**config.mk**
```make
export PLATFORM = sky130hd
export DESIGN_NAME = sfm_entry
export DESIGN_NICKNAME = d
export VERILOG_FILES = /design/src/rtl/sfm_pkg.sv /design/src/rtl/sfm_ram.sv /design/src/rtl/sfm_entry.sv
export SDC_FILE = /design/constraint.sdc
export NUM_CORES = 1
export LEC_CHECK = 0
export BUFFER_PORTS_ARGS = -buffer_cell sky130_fd_sc_hd__buf_2
export CAP_MARGIN = 30
export CORE_MARGIN = 3
export CORE_UTILIZATION = 62
export CTS_BUF_LIST = sky130_fd_sc_hd__clkbuf_16
export CTS_CLUSTER_SIZE = 16
export DETAILED_ROUTE_END_ITERATION = 12
export GPL_TIMING_DRIVEN = 0
export PLACE_DENSITY = 0.85
export SKIP_LAST_GASP = 1
export SLEW_MARGIN = 20
export SYNTH_ARGS = -nofsm -noshare
export SYNTH_HDL_FRONTEND = slang
export SYNTH_SLANG_ARGS = --single-unit
```
**constraint.sdc**
```tcl
create_clock -name clock -period 4.15 [get_ports clock]
set_input_delay 1.245 -clock clock [delete_from_list [all_inputs] [get_ports clock]]
set_output_delay 1.245 -clock clock [all_outputs]
set_load 0.01 [all_outputs]
```
**src/rtl/sfm_pkg.sv**
```systemverilog
// Shared types and constants of the section filter.
// Used by sfm_entry, section_filter_match and the checker; depends on nothing.
package sfm_pkg;

   localparam int ENTRIES_DEF       = 16;
   localparam int PATTERN_BYTES_DEF = 16;
   localparam int SKIP_GAP          = 2;

   typedef enum logic [1:0] {
      OP_PATTERN = 2'd0,
      OP_HEADER  = 2'd1,
      OP_PACKET  = 2'd2
   } op_type;

   // Pattern byte write into one entry's store.
   typedef struct packed {
      logic       en;
      logic [7:0] value;
      logic [7:0] mask;
   } wr_type;

   // Compare request for the packet byte held in the input stage.
   typedef struct packed {
      logic       plain_en;
      logic       skip_en;
      logic [7:0] data;
   } cmp_type;

endpackage

```
**src/rtl/sfm_ram.sv**
```systemverilog
// Generic RAM: one write port and two registered read ports.
// Stand-alone; no package needed.
module sfm_ram #(
   parameter int WIDTH = 16,
   parameter int DEPTH = 16,
   localparam int AW = (DEPTH > 1) ? $clog2(DEPTH) : 1
) (
   input  logic             clock,
   input  logic             wr_en,
   input  logic [AW-1:0]    wr_addr,
   input  logic [WIDTH-1:0] wr_data,
   input  logic             rd_en,
   input  logic [AW-1:0]    rd_addr_a,
   input  logic [AW-1:0]    rd_addr_b,
   output logic [WIDTH-1:0] rd_data_a,
   output logic [WIDTH-1:0] rd_data_b
);

   logic [WIDTH-1:0] mem_ff [DEPTH];
   logic [WIDTH-1:0] rd_a_ff;
   logic [WIDTH-1:0] rd_b_ff;

   always_ff @(posedge clock) begin
      if (wr_en) begin
         mem_ff[wr_addr] <= wr_data;
      end
      if (rd_en) begin
         rd_a_ff <= mem_ff[rd_addr_a];
         rd_b_ff <= mem_ff[rd_addr_b];
      end
   end

   assign rd_data_a = rd_a_ff;
   assign rd_data_b = rd_b_ff;

endmodule

```
**src/rtl/sfm_entry.sv**
```systemverilog
// One filter entry: its pattern/mask store and the plain and skip comparators.
// Depends on sfm_pkg and sfm_ram.
module sfm_entry #(
   parameter int PATTERN_BYTES = sfm_pkg::PATTERN_BYTES_DEF,
   localparam int PW = (PATTERN_BYTES > 1) ? $clog2(PATTERN_BYTES) : 1
) (
   input  logic            clock,
   input  sfm_pkg::wr_type wr,
   input  logic [PW-1:0]   wr_addr,
   input  logic            rd_en,
   input  logic [PW-1:0]   rd_addr_plain,
   input  logic [PW-1:0]   rd_addr_skip,
   input  sfm_pkg::cmp_type cmp,
   output logic            plain_miss,
   output logic            skip_miss
);
   import sfm_pkg::*;

   // Each word holds the pattern byte above the mask byte.
   logic [15:0] plain_word;
   logic [15:0] skip_word;

   sfm_ram #(
      .WIDTH(16),
      .DEPTH(PATTERN_BYTES)
   ) u_store (
      .clock     (clock),
      .wr_en     (wr.en),
      .wr_addr   (wr_addr),
      .wr_data   ({wr.value, wr.mask}),
      .rd_en     (rd_en),
      .rd_addr_a (rd_addr_plain),
      .rd_addr_b (rd_addr_skip),
      .rd_data_a (plain_word),
      .rd_data_b (skip_word)
   );

   assign plain_miss = cmp.plain_en &&
      ((plain_word[15:8] & plain_word[7:0]) != (cmp.data & plain_word[7:0]));
   assign skip_miss = cmp.skip_en &&
      ((skip_word[15:8] & skip_word[7:0]) != (cmp.data & skip_word[7:0]));

endmodule

```
======== Word-level counts from Yosys, hierarchy flattened ========
Memory sizes are Yosys's and may differ from the RTL's. A register that Yosys moved wholly into a read port is not among the register bits.
Cells that the tools add are included.
storage, ports and cells
  flip-flop bits (word level) ............. 0
  RAM bits ................................ 256
  bits of input ports ..................... 41
  output and inout port bits .............. 2
  logic and storage cells ................. 11
  memories ................................ 1
operators by class
  equal/unequal tests ..................... 2
  multiplexer cells ....................... 2
  bitwise operators ....................... 4
  reductions and logical operators ........ 2
memory list
  name            depth  width  read ports  clocked after memory_dff  wr ports  line           source
  u_store.mem_ff  16     16     2           2                         1         sfm_ram.sv:19  logic [WIDTH-1:0] mem_ff [DEPTH];
operators by type and width
  cell               number
  $and 8x8->8        4
  $ne 8x8->1         2
  $logic_and 1x1->1  2
  $mux 1             2

======== Longest topological paths before layout ========
  depth in word-level cells ............... 3
  depth in mapped cells ................... 5
  mapped depth without buffers ............ 3

======== Cells and area by module ========
A second synthesis with hierarchy kept.
unflattened totals
  cell total of the unflattened synthesis .. 613
  area, all modules ....................... 12914.9 sq um
by module, submodules not included
  module     instances  cells each  area each (sq um)  sequential area each (sq um)
  sfm_ram    1          585         12689.7            8648.3
  sfm_entry  1          28          225.2              0.0

======== Least setup slack after synthesis ========
No wires, ideal clock.
  kind .................................... input -> register
  start point ............................. input port wr_addr[2]
  end point ............................... memory u_store.mem_ff[0][0] (enable)
  setup time .............................. 0.409 ns
  arrival time ............................ 2.891 ns
  required time ........................... 3.741 ns
  setup slack ............................. 0.850 ns
  stages on the path ...................... 2
  buffers on the path ..................... 0
  cell sequence ........................... or3b_2 nor3_1
RTL lines
  item             line            source
  start, declared  sfm_entry.sv:9  input logic [PW-1:0] wr_addr,
  end, declared    sfm_ram.sv:19
Straight into the memory's write port.

======== Final worst setup path ========
  start point ............................. input port cmp[7] in the netlist's numbering
  end point ............................... output port plain_miss
on the way
  cells in the longest elaborated chain, start to end .. 3
ends and longest elaborated chain
  item               line             source
  start, declared    sfm_entry.sv:13  input sfm_pkg::cmp_type cmp,
  $and 8x8->8        sfm_entry.sv:39  ((plain_word[15:8] & plain_word[7:0]) != (cmp.data & plain_word[7:0]));
  $ne 8x8->1         sfm_entry.sv:39
  $logic_and 1x1->1  sfm_entry.sv:38  assign plain_miss = cmp.plain_en &&
  end, declared      sfm_entry.sv:14  output logic plain_miss,
Every way passes these cells.

==> out/results.ini <==
[sta]
post-route-period-util_pct = 83.2
rsz0062_at_grt = false
min_period_ns = 3.45
whs_ns = 0.806
finalSetupViolCount = 0
final_hold_viol_count = 0
fmax_ghz = 0.290
worst_slew_pin_slew_ns = 0.947
skew_ns = 0.0114
slew_headroom_pct = 36.9
slew_viol_final = 0

[clock_network]
h-tree-depth = 1
clk_latency_ns = 0.55
hold_buffers = 0
clock_sinks = 288
cts_setup_buffers = 0
cts_tree = done
cts_buffer_depth = 3
numCtsBuffers = 28
path_clk_slew_ns = 0.06
cts_root_buffer = clkbuf_16
cts-resized-gates = 0

[detailed_routing]
viasPerCell = 7.43
firstDrtPassIters = 5
drt_drc_violations_left = 0
routed_wl_um = 32800
wire_per_inst_um = 33.1
vias = 7359
dr.first_iter.drc_count = 1259
drt.antenna.violating_nets = 0

[global_routing]
overflow = 0
grt_pass1_vias = 7614
grt_max_degree = 33
grt_pass1_wl_um = 48500
antenna_found_initial = 0
grt_use_total_pct = 30.1

[worst_setup_path]
slowest_delay_ns = 0.36
path_class = in -> out
reg2reg_from = u_store.mem_ff[1][2]
rr_endpoint = u_store.rd_data_b[2]
path_buf_inv = 2
worst_ep_arrival_time_ns = 2.21
worstRegToRegCells = 3
crit_path_frequent_cell = buf_2
crit_path_end = plain_miss
cp.depth = 5
r2r_slack_ns = 2.33
cp_cell_sequence = buf_2 > xor2_1 > a22oi_1 > a41oi_1 > buf_2
crit_required_ns = 2.90
crit_path_end_kind = output port
crit_family = compound AO/OA/AOI/OAI gates
cp_max_fo = 2
cp_slowest_cell = a22oi_1
start_kind = input port
startpoint = cmp[7]

[pwr]
p_per_area_nw_per_um2 = 442
p_total_mw = 6.44
ir_worst_vdd_uv = 442
cellLeakagePower_nw = 4.80

[floorplanning]
num_io_pins = 43
dieArea_um2 = 22500
die_h_um = 150
start_util_pct = 63.2
core-area_um2 = 20300
rows = 52
die_x_um = 150

[layout]
drive_gt1_share_pct = 33.3
fin_area_um2 = 14600
area_delta_synth_final_pct = 13.5
final_cells = 991
nets = 742
postLayoutCoreUtil_pct = 71.7
num_antenna_cells = 0

[placed_design]
placed_cells = 941
postPlaceCellArea_um2 = 13600
gp_congestion = 0.825
portBuffers = 38
dpl.hpwl_um = 21500

[synth]
yosys_register_bits = 288
yosys_warnings = 0
netlist_area_um2 = 12800
ys_types = 21
avgSynthCellArea_um2 = 20.9
ys_seq_area_share_pct = 67.4
syn_nets = 654
syn_inst = 613

[worst_hold_path]
hp-class = reg -> reg

[run]
max_cap_viol_count = 0

[outcome]
outcome = finished, final reports clean

==> registers in the layout, summed over array words and instances (netlist names) <==
signal,count
u_store.rd_data_b,16
u_store.mem_ff,256
u_store.rd_data_a,16
==> worst min path at each step <==
stage,start,end,slack (ns),cells past startpoint
floorplan,u_store.mem_ff[7][0],u_store.rd_data_a[0],0.73,3
global placement,u_store.mem_ff[14][7],u_store.rd_data_b[7],0.75,3
detailed placement,u_store.mem_ff[14][14],u_store.rd_data_a[14],0.77,3
CTS,u_store.mem_ff[14][7],u_store.rd_data_a[7],0.80,3
global route,u_store.mem_ff[15][12],u_store.rd_data_a[12],0.84,3
finish,u_store.mem_ff[14][7],u_store.rd_data_a[7],0.81,3
==> cell usage in the layout (no fill, tap or decap), types with 3 or more instances in the layout <==
cell type / netlist / routed
buf_6: 8 / 17
nor3_2: 0 / 4
clkbuf_16: 0 / 29
buf_4: 6 / 14
bufinv_16: 0 / 4
nor2b_1: 4 / 4
nor2_2: 0 / 12
inv_1: 2 / 3
clkinv_2: 0 / 6
xor2_1: 16 / 16
clkbuf_1: 24 / 24
nand2_1: 33 / 33
a22oi_1: 72 / 72
buf_8: 0 / 3
buf_2: 2 / 40
edfxtp_1: 288 / 288
mux4_1: 22 / 22
clkinv_1: 0 / 6
mux4_2: 106 / 106
==> worst reg2reg max path, stage by stage (launching register included) <==
cell and delay, ns:
edfxtp_1 0.37, mux4_1 0.52, a22oi_1 0.49, nand2_1 0.16
==> power breakdown <==
group          internal, mW  switching (mW)  leakage [nW]  total [mW]
clock network          1.52            1.08         0.463        2.59
logic                 0.218           0.302          1.70       0.520
registers              3.29          0.0392          2.63        3.33
total                  5.03            1.42          4.80        6.44
==> final cells by class <==
class | count | area, um^2
tap | 270 | 338
multi-input combinational | 281 | 3990
timing repair buffer | 58 | 397
buffer | 42 | 243
clock buffer | 29 | 726
clock inverter | 21 | 216
fill | 1134 | 5740
inverter | 2 | 7.51
sequential | 288 | 8650
==> cell usage after synthesis, drive strengths merged <==
cell    count  share of area (%)
nand3       1              0.039
nor2b       4               0.19
inv         2              0.059
xor2       16                1.1
nand2      33               0.96
or3b        1              0.068
nor2       14               0.41
mux4      128                 23
a41oi       2               0.14
buf        18                1.2
nor3        4               0.16
a22oi      72                4.2
edfxtp    288                 67
nand3b      2               0.12
clkbuf     24               0.70
and2        2              0.097
nand2b      2              0.097
==> metal layers <==
layer | global-route usage, % | vias to the layer above | routed length [um]
met4 | 9.52 | 0 | 1280
met5 | 0 | - | 0
met3 | 8.36 | 120 | 4290
li1 | - | 2865 | -
met1 | 40.1 | 3720 | 10700
met2 | 49.4 | 654 | 16500
==> metrics by stage <==
stage	TNS (ns)	worst slack (ns)
global placement	-5.12	-0.285
floorplan	0	0.850
CTS	0	0.699
global route	0	0.627
finish	0	0.699
detailed placement	0	0.716
==> logic make-up (layout without fill, tap and decap cells) <==
kind of cell / Yosys count / after routing / share of synthesized area (%)
muxes: 128 / 128 / 23.1
AOI/OAI and AO/OA: 74 / 74 / 4.35
xor gates and xnor gates: 16 / 16 / 1.09
DFF: 288 / 288 / 67.4
and+or+nand+nor: 63 / 63 / 2.14
buffers and inverters: 44 / 152 / 1.95
(Power assumes the default switching activity.)
